[src/rtl/psh_pkg.sv]
// Package with the widths, codes and shared types of the polynomial sequence hash unit.
package psh_pkg;

  localparam int WORD_BITS = 64;
  localparam int MOD_BITS  = WORD_BITS - 1;
  localparam int CNT_W     = $clog2(WORD_BITS);
  localparam int MODE_W    = 2;
  localparam int PDATA_W   = 64;
  localparam int PADDR_W   = 5;
  localparam int REG_IDX_W = 2;

  localparam logic [MODE_W-1:0] MODE_SUM = 2'd0;
  localparam logic [MODE_W-1:0] MODE_XOR = 2'd1;
  localparam logic [MODE_W-1:0] MODE_MOD = 2'd2;

  localparam logic [REG_IDX_W-1:0] REG_HASH_MODE   = 2'd0;
  localparam logic [REG_IDX_W-1:0] REG_ELEMENT_KEY = 2'd1;
  localparam logic [REG_IDX_W-1:0] REG_MULTIPLIER  = 2'd2;
  localparam logic [REG_IDX_W-1:0] REG_MODULUS     = 2'd3;

  localparam logic [WORD_BITS-1:0] MULTIPLIER_RST = WORD_BITS'(64'd1837174919);
  localparam logic [MOD_BITS-1:0]  MODULUS_RST    = MOD_BITS'(64'd1000000007);

  typedef struct packed {
    logic start;
    logic mod_en;
  } psh_mul_ctl_t;

endpackage

[src/rtl/psh_mulu.sv]
// Shared shift-add multiplier with optional reduction by a modulus, one operand bit per cycle.
module psh_mulu (
  input  logic                           clk,
  input  logic                           rst_n,
  input  psh_pkg::psh_mul_ctl_t          ctl,
  input  logic [psh_pkg::WORD_BITS-1:0]  opa,
  input  logic [psh_pkg::WORD_BITS-1:0]  opb,
  input  logic [psh_pkg::MOD_BITS-1:0]   modulus,
  output logic                           done,
  output logic [psh_pkg::WORD_BITS-1:0]  result
);
  import psh_pkg::*;

  logic                 busy_r;
  logic                 done_r;
  logic                 mod_en_r;
  logic [CNT_W-1:0]     cnt_r;
  logic [WORD_BITS-1:0] a_r;
  logic [WORD_BITS-1:0] b_r;
  logic [WORD_BITS-1:0] m_r;
  logic [WORD_BITS-1:0] acc_r;
  logic [WORD_BITS-1:0] dbl;
  logic [WORD_BITS-1:0] sum;

  always_comb begin
    dbl = {acc_r[WORD_BITS-2:0], 1'b0};
    if (mod_en_r && (dbl >= m_r)) begin
      dbl = dbl - m_r;
    end
    sum = dbl + (b_r[WORD_BITS-1] ? a_r : '0);
    if (mod_en_r && (sum >= m_r)) begin
      sum = sum - m_r;
    end
  end

  always_ff @(posedge clk) begin
    if (!rst_n) begin
      busy_r <= 1'b0;
      done_r <= 1'b0;
    end else begin
      done_r <= !ctl.start && busy_r && (cnt_r == '0);
      if (ctl.start) begin
        busy_r <= 1'b1;
      end else if (busy_r && (cnt_r == '0)) begin
        busy_r <= 1'b0;
      end
    end
  end

  always_ff @(posedge clk) begin
    if (ctl.start) begin
      a_r      <= opa;
      b_r      <= opb;
      m_r      <= {{(WORD_BITS-MOD_BITS){1'b0}}, modulus};
      mod_en_r <= ctl.mod_en;
      acc_r    <= '0;
      cnt_r    <= CNT_W'(WORD_BITS - 1);
    end else if (busy_r) begin
      acc_r <= sum;
      b_r   <= {b_r[WORD_BITS-2:0], 1'b0};
      cnt_r <= cnt_r - 1'b1;
    end
  end

  assign done   = done_r;
  assign result = acc_r;

endmodule

[src/rtl/polynomial_sequence_hash_unit.sv]
// Top level of the polynomial sequence hash unit: configuration, sequencer and result register.
//
// Usage: sequence elements enter as beats on the in_ channel (in_element, in_last). A beat is
// taken when in_valid is high and in_stall is low. The unit works on one element at a time and
// holds in_stall high from the cycle after a beat is taken until that element is folded in.
// All products go through one shift-add multiplier that consumes one operand bit per cycle.
// Modes 0, 1 and 3 need two passes (term and power) for each element.
// Mode 2 needs four reducing passes (power, hash, term, power) for each element.
// Mode 2 with a modulus below two skips the multiplier.
// On the beat marked last the hash appears on out_hash_value with out_valid after the final
// pass, through the FIN state and the output register; the running state then returns to hash 0 and power 1.
// The result sits in an output register; while out_stall is high it holds, and the unit still
// takes and works on new elements. Only a further last element waits for the register to free.
// Registers are written over the APB port at byte addresses 0, 8, 16 and 24.
// Synchronous reset restores the register defaults and empties the pipeline.
module polynomial_sequence_hash_unit (
  input  logic                           clk,
  input  logic                           rst_n,
  input  logic                           in_valid,
  output logic                           in_stall,
  input  logic [psh_pkg::WORD_BITS-1:0]  in_element,
  input  logic                           in_last,
  output logic                           out_valid,
  input  logic                           out_stall,
  output logic [psh_pkg::WORD_BITS-1:0]  out_hash_value,
  input  logic                           cfg_psel,
  input  logic                           cfg_penable,
  input  logic                           cfg_pwrite,
  input  logic [psh_pkg::PADDR_W-1:0]    cfg_paddr,
  input  logic [psh_pkg::PDATA_W-1:0]    cfg_pwdata,
  output logic [psh_pkg::PDATA_W-1:0]    cfg_prdata,
  output logic                           cfg_pready
);
  import psh_pkg::*;

  typedef enum logic [2:0] {
    ST_IDLE,
    ST_PRED,
    ST_HRED,
    ST_TERM,
    ST_POW,
    ST_FIN
  } state_t;

  localparam logic [WORD_BITS-1:0] WORD_ONE = WORD_BITS'(1);

  logic [MODE_W-1:0]    mode_r;
  logic [WORD_BITS-1:0] key_r;
  logic [WORD_BITS-1:0] mult_r;
  logic [MOD_BITS-1:0]  mod_r;

  state_t               state_r, state_nxt;
  psh_mul_ctl_t         ctl_r, ctl_nxt;
  logic [WORD_BITS-1:0] elem_r, elem_nxt;
  logic                 last_r, last_nxt;
  logic [WORD_BITS-1:0] hash_r, hash_nxt;
  logic [WORD_BITS-1:0] pow_r, pow_nxt;
  logic [WORD_BITS-1:0] pm_r, pm_nxt;
  logic [WORD_BITS-1:0] hm_r, hm_nxt;
  logic                 out_valid_r, out_valid_nxt;
  logic [WORD_BITS-1:0] out_hash_r, out_hash_nxt;

  logic                 mod2;
  logic                 mod_small;
  logic [WORD_BITS-1:0] m_ext;
  logic [WORD_BITS-1:0] opa;
  logic [WORD_BITS-1:0] opb;
  logic                 mul_done;
  logic [WORD_BITS-1:0] mul_res;
  logic [WORD_BITS-1:0] msum;
  logic                 cfg_wr;
  logic [REG_IDX_W-1:0] cfg_idx;

  assign mod2      = (mode_r == MODE_MOD);
  assign mod_small = (mod_r[MOD_BITS-1:1] == '0);
  assign m_ext     = {{(WORD_BITS-MOD_BITS){1'b0}}, mod_r};

  always_comb begin
    case (state_r)
      ST_PRED: begin
        opa = WORD_ONE;
        opb = pow_r;
      end
      ST_HRED: begin
        opa = WORD_ONE;
        opb = hash_r;
      end
      ST_TERM: begin
        opa = mod2 ? pm_r : (elem_r ^ key_r);
        opb = mod2 ? elem_r : pow_r;
      end
      ST_POW: begin
        opa = mod2 ? pm_r : pow_r;
        opb = mult_r;
      end
      default: begin
        opa = '0;
        opb = '0;
      end
    endcase
  end

  psh_mulu u_mulu (
    .clk     (clk),
    .rst_n   (rst_n),
    .ctl     (ctl_r),
    .opa     (opa),
    .opb     (opb),
    .modulus (mod_r),
    .done    (mul_done),
    .result  (mul_res)
  );

  always_comb begin
    msum = hm_r + mul_res;
    if (msum >= m_ext) begin
      msum = msum - m_ext;
    end
  end

  always_comb begin
    state_nxt     = state_r;
    ctl_nxt.start = 1'b0;
    ctl_nxt.mod_en = mod2;
    elem_nxt      = elem_r;
    last_nxt      = last_r;
    hash_nxt      = hash_r;
    pow_nxt       = pow_r;
    pm_nxt        = pm_r;
    hm_nxt        = hm_r;
    out_valid_nxt = out_valid_r && out_stall;
    out_hash_nxt  = out_hash_r;
    case (state_r)
      ST_IDLE: begin
        if (in_valid) begin
          elem_nxt = in_element;
          last_nxt = in_last;
          if (mod2 && mod_small) begin
            hash_nxt  = '0;
            pow_nxt   = '0;
            state_nxt = ST_FIN;
          end else if (mod2) begin
            ctl_nxt.start = 1'b1;
            state_nxt     = ST_PRED;
          end else begin
            ctl_nxt.start = 1'b1;
            state_nxt     = ST_TERM;
          end
        end
      end
      ST_PRED: begin
        if (mul_done) begin
          pm_nxt        = mul_res;
          ctl_nxt.start = 1'b1;
          state_nxt     = ST_HRED;
        end
      end
      ST_HRED: begin
        if (mul_done) begin
          hm_nxt        = mul_res;
          ctl_nxt.start = 1'b1;
          state_nxt     = ST_TERM;
        end
      end
      ST_TERM: begin
        if (mul_done) begin
          if (mod2) begin
            hash_nxt = msum;
          end else if (mode_r == MODE_XOR) begin
            hash_nxt = hash_r ^ mul_res;
          end else begin
            hash_nxt = hash_r + mul_res;
          end
          ctl_nxt.start = 1'b1;
          state_nxt     = ST_POW;
        end
      end
      ST_POW: begin
        if (mul_done) begin
          pow_nxt   = mul_res;
          state_nxt = ST_FIN;
        end
      end
      ST_FIN: begin
        if (!last_r) begin
          state_nxt = ST_IDLE;
        end else if (!out_valid_r || !out_stall) begin
          out_valid_nxt = 1'b1;
          out_hash_nxt  = hash_r;
          hash_nxt      = '0;
          pow_nxt       = WORD_ONE;
          state_nxt     = ST_IDLE;
        end
      end
      default: begin
        state_nxt = ST_IDLE;
      end
    endcase
  end

  always_ff @(posedge clk) begin
    if (!rst_n) begin
      state_r     <= ST_IDLE;
      ctl_r       <= '0;
      hash_r      <= '0;
      pow_r       <= WORD_ONE;
      out_valid_r <= 1'b0;
    end else begin
      state_r     <= state_nxt;
      ctl_r       <= ctl_nxt;
      hash_r      <= hash_nxt;
      pow_r       <= pow_nxt;
      out_valid_r <= out_valid_nxt;
    end
    elem_r     <= elem_nxt;
    last_r     <= last_nxt;
    pm_r       <= pm_nxt;
    hm_r       <= hm_nxt;
    out_hash_r <= out_hash_nxt;
  end

  assign cfg_wr  = cfg_psel && cfg_penable && cfg_pwrite;
  assign cfg_idx = cfg_paddr[PADDR_W-1:PADDR_W-REG_IDX_W];

  always_ff @(posedge clk) begin
    if (!rst_n) begin
      mode_r <= MODE_SUM;
      key_r  <= '0;
      mult_r <= MULTIPLIER_RST;
      mod_r  <= MODULUS_RST;
    end else if (cfg_wr) begin
      case (cfg_idx)
        REG_HASH_MODE:   mode_r <= cfg_pwdata[MODE_W-1:0];
        REG_ELEMENT_KEY: key_r  <= cfg_pwdata[WORD_BITS-1:0];
        REG_MULTIPLIER:  mult_r <= cfg_pwdata[WORD_BITS-1:0];
        REG_MODULUS:     mod_r  <= cfg_pwdata[MOD_BITS-1:0];
        default: begin
        end
      endcase
    end
  end

  always_comb begin
    case (cfg_idx)
      REG_HASH_MODE:   cfg_prdata = PDATA_W'(mode_r);
      REG_ELEMENT_KEY: cfg_prdata = PDATA_W'(key_r);
      REG_MULTIPLIER:  cfg_prdata = PDATA_W'(mult_r);
      REG_MODULUS:     cfg_prdata = PDATA_W'(mod_r);
      default:         cfg_prdata = '0;
    endcase
  end

  assign cfg_pready     = 1'b1;
  assign in_stall       = (state_r != ST_IDLE);
  assign out_valid      = out_valid_r;
  assign out_hash_value = out_hash_r;

endmodule

[config.mk]
export PLATFORM = sky130hd
export DESIGN_NAME = polynomial_sequence_hash_unit
export DESIGN_NICKNAME = d
export VERILOG_FILES = /design/src/rtl/psh_pkg.sv /design/src/rtl/psh_mulu.sv /design/src/rtl/polynomial_sequence_hash_unit.sv
export SDC_FILE = /design/constraint.sdc
export NUM_CORES = 2
export LEC_CHECK = 0
export ABC_AREA = 1
export CELL_PAD_IN_SITES_DETAIL_PLACEMENT = 0
export CELL_PAD_IN_SITES_GLOBAL_PLACEMENT = 2
export CORE_ASPECT_RATIO = 1.75
export CORE_MARGIN = 2
export CORE_UTILIZATION = 38
export CTS_BUF_LIST = sky130_fd_sc_hd__clkbuf_4 sky130_fd_sc_hd__clkbuf_8
export DETAILED_ROUTE_END_ITERATION = 10
export DONT_BUFFER_PORTS = 1
export GPL_TIMING_DRIVEN = 1
export PLACE_DENSITY_LB_ADDON = 0.1
export SYNTH_ARGS = -nofsm -noshare
export SYNTH_HDL_FRONTEND = slang
export SYNTH_SLANG_ARGS = --single-unit
[constraint.sdc]
create_clock -name clk -period 9.3 [get_ports clk]
set_input_delay 0.93 -clock clk [delete_from_list [all_inputs] [get_ports clk]]
set_output_delay 0.93 -clock clk [all_outputs]
set_load 0.02 [all_outputs]
# Word level (Yosys, flattened, before mapping)
# Cells that the tools add are included.
# W data, S select, Z words.
classes:
  add_sub_neg: 7
  magnitude_cmp: 3
  eq_ne: 19
  mux: 43
  n_bitwise: 2
  reduce_logical: 35
ops:
  columns: ["operator", "n"]
  rows:
  - ["$mux W64", 19]
  - ["$pmux W64 S3", 3]
  - ["$pmux W64 S4", 2]
  - ["$add A64 B64 Y64", 3]
  - ["$ge A64 B63 Y1", 3]
  - ["$sub A64 B63 Y64", 3]
  - ["$xor A64 B64 Y64", 2]
  - ["$logic_not A62 Y1", 1]
  - ["$mux W3", 8]
  - ["$pmux W3 S6", 1]
  - ["$reduce_and A6 Y1", 3]
  - ["$reduce_and A2 Y1", 7]
  - ["$logic_and A1 B1 Y1", 9]
  - ["$reduce_bool A3 Y1", 3]
  - ["$mux W1", 8]
  - ["$ne A2 B1 Y1 const B", 4]
  - ["$ne A2 B2 Y1 const B", 4]
  - ["$eq A2 B2 Y1 const B", 3]
  - ["$eq A3 B2 Y1 const B", 2]
  - ["$eq A3 B3 Y1 const B", 2]
  - ["$logic_not A6 Y1", 1]
  - ["$sub A6 B1 Y6 const B", 1]
  - ["$eq A2 B1 Y1 const B", 2]
  - ["$reduce_bool A2 Y1", 2]
  - ["11 further kinds", 13]
totals:
  register_bits: 848
  inputBits: 141
  output_inout_bits: 131
  wordCells: 132

# Depth between registers and ports, before layout
logic_depth:
  ltp_word: 7
  depth_mapped: 56
  depth_no_buf: 54

# Modules after synthesis
# A second synthesis with hierarchy kept.
hier_totals:
  cells_unflattened: 9383
  area_unflattened_um2: 64408.0
by_module_without_submodules:
  columns: ["mod", "n_inst", "cells_each", "area_per_inst_um2"]
  rows:
  - ["polynomial_sequence_hash_unit", 1, 5768, 40427.5]
  - ["psh_mulu", 1, 3615, 23980.5]

# Least setup slack after synthesis
# No wires, ideal clock.
synth_timing:
  kind: "register to register"
  startpoint: "register u_mulu.acc_r[1], in the netlist u_mulu.result[1]"
  endpoint: "register u_mulu.acc_r[0], in the netlist u_mulu.result[0]"
  setup_ps: 195
  arrival_ps: 6259
  t_required_ps: 9105
  path_slack_ps: 2845
  path_stages_with_launch: 51
  cell_sequence: "dfxtp_1 > ha_1 > nand3_1 > nand2_1 > nand2_1 > nand2_2 > nand3_2 > nand2_2 > nand2_1 > nand2_2 > nand2_1 > nand3_2 > nand2_1 > clkbuf_1 > clkbuf_1 > nor2_1 > ha_1 > inv_1 > [15 not listed] > ha_1 > nand2_1 > nor2_1 > nand2_1 > nor2_1 > and3_1 > nand2_1 > nand3_1 > nand2_1 > nand2_1 > nand2_1 > nand2_1 > a21oi_1 > nand2_4 > buf_2 > nand3_1 > nand3_1 > o21ai_0"
synth_between:
  elab_chain_len: 7
  elab_cells_between_ends: 9
synth_rtl:
  columns: ["item", "line", "source"]
  rows:
  - ["start: declaration", "psh_mulu.sv:21", "logic [WORD_BITS-1:0] acc_r;"]
  - ["start signal: assignment", "psh_mulu.sv:59", "acc_r <= sum;"]
  - ["$ge A64 B63 Y1", "psh_mulu.sv:27", "if (mod_en_r && (dbl >= m_r)) begin"]
  - ["$logic_and A1 B1 Y1", "psh_mulu.sv:27", null]
  - ["$mux W64 (*)", "psh_mulu.sv:27", null]
  - ["$add A64 B64 Y64 (*)", "psh_mulu.sv:30", "sum = dbl + (b_r[WORD_BITS-1] ? a_r : '0);"]
  - ["$ge A64 B63 Y1", "psh_mulu.sv:31", "if (mod_en_r && (sum >= m_r)) begin"]
  - ["$logic_and A1 B1 Y1", "psh_mulu.sv:31", null]
  - ["$mux W64 (*)", "psh_mulu.sv:31", null]
# Every way passes the cells marked *; elsewhere a longest branch is shown, timed or not.
# A chain may end at the register's enable or synchronous reset.

# Worst setup path after layout
layout_timing:
  startpoint: "register u_mulu.m_r[5]"
  endpoint: "register u_mulu.acc_r[0], in the netlist u_mulu.result[0]"
layout_between:
  elab_chain_len: 7
  elab_cells_between_ends: 9
layout_rtl:
  columns: ["item", "line", "source"]
  rows:
  - ["start: declaration", "psh_mulu.sv:20", "logic [WORD_BITS-1:0] m_r;"]
  - ["start signal: assignment", "psh_mulu.sv:54", "m_r <= {{(WORD_BITS-MOD_BITS){1'b0}}, modulus};"]
  - ["$ge A64 B63 Y1", "psh_mulu.sv:27", null]
  - ["$logic_and A1 B1 Y1", "psh_mulu.sv:27", null]
  - ["$mux W64", "psh_mulu.sv:27", null]
  - ["$add A64 B64 Y64", "psh_mulu.sv:30", null]
  - ["$ge A64 B63 Y1", "psh_mulu.sv:31", null]
  - ["$logic_and A1 B1 Y1", "psh_mulu.sv:31", null]
  - ["$mux W64 (*)", "psh_mulu.sv:31", null]
# Marked as above.

==> impl_metrics.csv <==
group,metric,value,unit
outcome,result_of_the_run,"finished, violations left",
outcome,failed_checks,"max-capacitance violations, max-slew violations",
grt,number_of_global_route_vias_before_repair,68535,
layout,seq_area,21500,µm²
die,die_y,548,µm
synth,syn_nets,9872,
worst_setup_path,cp-end-kind,"flop",
routing,dr.pass1.iters,6,
grt,antenna_found_initial,21,
pwr,p_per_area,350,nW/µm²
synth,yosysTopAreaCellShare,0.210,
synth,async_reset_ff_frac,0,
routing,post_drt_wl_per_cell,29.2,µm
synth,synthesis.instances,9345,
cts,clk_path_buf_depth,4,
routing,num_vias,70131,
worst_setup_path,critical_path_required,10080,ps
pwr,leakage,33.5,nW
worst_setup_path,crit_fanout,27,
sta,timing.final.crit_period,8910,ps
die,rows,199,
die,floorplan.initialDensity,0.382,
routing,initialDrtViolationCount,6751,
flow_run,max_cap_violations,2,
routing,postRouteWirelength,361000,µm
placement,gp_congestion,1.10,
cts,clock_tree.htree_level_count,4,
layout,most_frequent_standard_cell_in_the_layout_excluding_fill_and_tap_cells,"sky130_fd_sc_hd__nand2_1",
sta,layout_worst_path_cycle_share,0.958,
sta,clock.fmax,0.112,GHz
pwr,peak_vdd_ir,188,µV
synth,number_of_warnings_issued_by_yosys,0,
synth,mappedNetlistArea,64300,µm²
grt,grt_first_pass_wirelength,493000,µm
cts,numCtsBuffers,149,
layout,area_growth_from_synthesis_to_layout,17.7,%
cts,clock_tree.root_cell,"sky130_fd_sc_hd__clkbuf_8",
sta,whs,84.0,ps
synth,synth.ff_latch_count,848,
routing,drc,0,
layout,fill_cell_count,17836,
worst_setup_path,crit_path_start_kind,"flop",
grt,globalRouteTotalUtil,0.407,
pwr,totalPowerFinal,0.0265,W
placement,detailedPlacementHpwl,290000,µm
synth,synth_ff_type,"sky130_fd_sc_hd__edfxtp_1",
worst_setup_path,critical_path_arrival,9690,ps
routing,drt-vias-per-instance,5.68,
die,dieArea,173000,µm²
synth,synth_area_per_cell,6.88,µm²
sta,worst_slew_pin_slew,1540,ps
grt,pin_count_of_the_biggest_net_entering_global_routing,195,
worst_setup_path,top_cell_by_count_worst_path,"sky130_fd_sc_hd__nand2_1",
sta,slew_violations,3,
cts,path_clk_slew,90,ps
cts,cts_tree,"done",
layout,top_library_cells_by_usage_in_the_layout_fill_and_taps_aside,"sky130_fd_sc_hd__nand2_1 (2,098), sky130_fd_sc_hd__inv_1 (1,288), sky130_fd_sc_hd__a21oi_1 (895)",
synth,synth_sequential_area_ratio,0.334,
die,die_width,315,µm
sta,clock-skew-final,79.8,ps
worst_setup_path,max_stage_delay,600,ps
layout,multi_input_comb_area,36700,µm²
layout,design.final.nets,10538,
cts,hold_buffers,0,
worst_setup_path,path_class,"flop to flop",
synth,yosys.area.top_type,"sky130_fd_sc_hd__edfxtp_1",
grt,grt-ovfl-total,0,
cts,clk_latency,930,ps
sta,timing.final.setup_violations,0,
synth,post_synth_num_cell_types,57,
die,pin_count,272,
worst_setup_path,worst_path_max_delay_cell,"sky130_fd_sc_hd__o21bai_1",
synth,synth-edff-count,449,
die,core_area,168000,µm²
sta,slew_headroom,-0.0284,
sta,timing.final.hold_violations,0,
cts,tritoncts_num_sinks,848,
synth,synth_area_leaders,"sky130_fd_sc_hd__edfxtp_1 (21%), sky130_fd_sc_hd__dfxtp_1 (12%), sky130_fd_sc_hd__nand2_1 (12%)",
min_path,worstHoldPathType,"primary input to flop",
layout,share_of_cells_above_drive_strength_1,0.118,
routing,drt.antenna.violating_nets,0,
placement,port_buffers,0,
==> what timing repair did <==
| action | in CTS | in global routing |
|---|---|---|
| gates resized for setup | 0 | 13 |
| setup endpoints to repair | 0 | 64 |
| buffers inserted | 0 | 0 |
==> power breakdown <==
part / total (W) / switching (W) / internal [W]
logic: 0.0178 / 0.0115 / 0.00639
registers: 0.00483 / 0.000270 / 0.00456
clock network: 0.00380 / 0.00177 / 0.00203
total: 0.0265 / 0.0135 / 0.0130
==> critical path, delay by kind of cell (launching register included) <==
| family | cells | cell delay [ps] |
|---|---|---|
| DFF | 1 | 430 |
| buffers and inverters | 18 | 2880 |
| adders and majority gates | 3 | 890 |
| AOI/OAI and AO/OA | 6 | 1350 |
| and+or+nand+nor | 29 | 3140 |
==> cells by family (layout without fill, tap and decap cells) <==
family / Yosys count / count (layout) / synth area share
simple gates: 3859 / 3859 / 0.248
compound gates: 2354 / 2354 / 0.209
buf+inv: 1635 / 2410 / 0.0972
flops: 848 / 848 / 0.334
fa+ha+maj: 386 / 386 / 0.0759
xor+xnor: 258 / 258 / 0.0352
mux: 4 / 4 / 0.000623
other cells: 1 / 25 / 0.0000584
==> layout make-up <==
| type | count | share of cell area |
|---|---|---|
| antenna | 24 | 0.000794 |
| clock buffer | 218 | 0.0356 |
| clock inverter | 42 | 0.00511 |
| inverter | 1306 | 0.0650 |
| multi-input combinational | 6862 | 0.486 |
| sequential | 848 | 0.284 |
| tap | 2211 | 0.0366 |
| timing repair buffer | 844 | 0.0873 |
==> sequential cells by signal, indices dropped and copies added (netlist names), 2 cells and up <==
| name | flops |
|---|---|
| mod_r | 63 |
| mult_r | 64 |
| hm_r | 64 |
| hash_r | 64 |
| mode_r | 2 |
| u_mulu.cnt_r | 6 |
| u_mulu.m_r | 63 |
| u_mulu.a_r | 64 |
| key_r | 64 |
| elem_r | 64 |
| u_mulu.b_r | 64 |
| pow_r | 64 |
| u_mulu.result | 64 |
| pm_r | 64 |
| out_hash_value | 64 |
| state_r | 3 |
| ctl_r | 2 |
==> worst paths after layout <==
kind	slack (ps)	start	end	cells past startpoint
worst max-delay path	390	u_mulu.m_r[5]$_DFFE_PP_	u_mulu.result[0]$_SDFFE_PP0P_	56
worst min register to register	410	ctl_r[0]$_SDFF_PN0_	u_mulu.mod_en_r$_DFFE_PP_	0
worst min-delay path	80	in_element[41]	elem_r[41]$_DFFE_PP_	0
worst max register to register	390	u_mulu.m_r[5]$_DFFE_PP_	u_mulu.result[0]$_SDFFE_PP0P_	56
==> metrics by stage <==
| stage | area, µm² | std cells | worst slack [ps] | setup TNS, ps | utilization |
|---|---|---|---|---|---|
| 3_5_place_dp | 72400 | 12071 | 504 | 0 | 0.431 |
| 6_report | 75600 | 12355 | 393 | 0 | 0.450 |
| 5_1_grt | 75600 | 12333 | -2.63 | -3.79 | 0.450 |
| 4_1_cts | 75500 | 12331 | 438 | 0 | 0.449 |
| 2_1_floorplan | 64300 | 9345 | 2850 | 0 | - |
| 3_3_place_gp | 72400 | 12071 | 534 | 0 | 0.431 |
==> per-layer routing <==
layer,GRT usage,vias to the layer above,routed length [µm]
li1,-,32877,-
met1,0.424,33230,124000
met2,0.673,3003,168000
met3,0.0892,1007,28600
met4,0.386,14,40900
met5,0,-,104
==> cells in the mapped netlist (all sizes together), types with 33 or more instances <==
master / count
a22o: 63
xor2: 146
dfxtp: 399
o21ai: 880
buf: 71
o21bai: 66
ha: 380
a21o: 45
edfxtp: 449
inv: 1304
o221ai: 65
nor2: 903
xnor2: 112
nand4: 129
o21a: 40
nor3: 73
o211ai: 33
nand3: 534
nand2: 2117
a21oi: 899
clkbuf: 258
nor4: 44
a211oi: 78
o2111ai: 67
a31oi: 52
(Power assumes the default switching activity.)
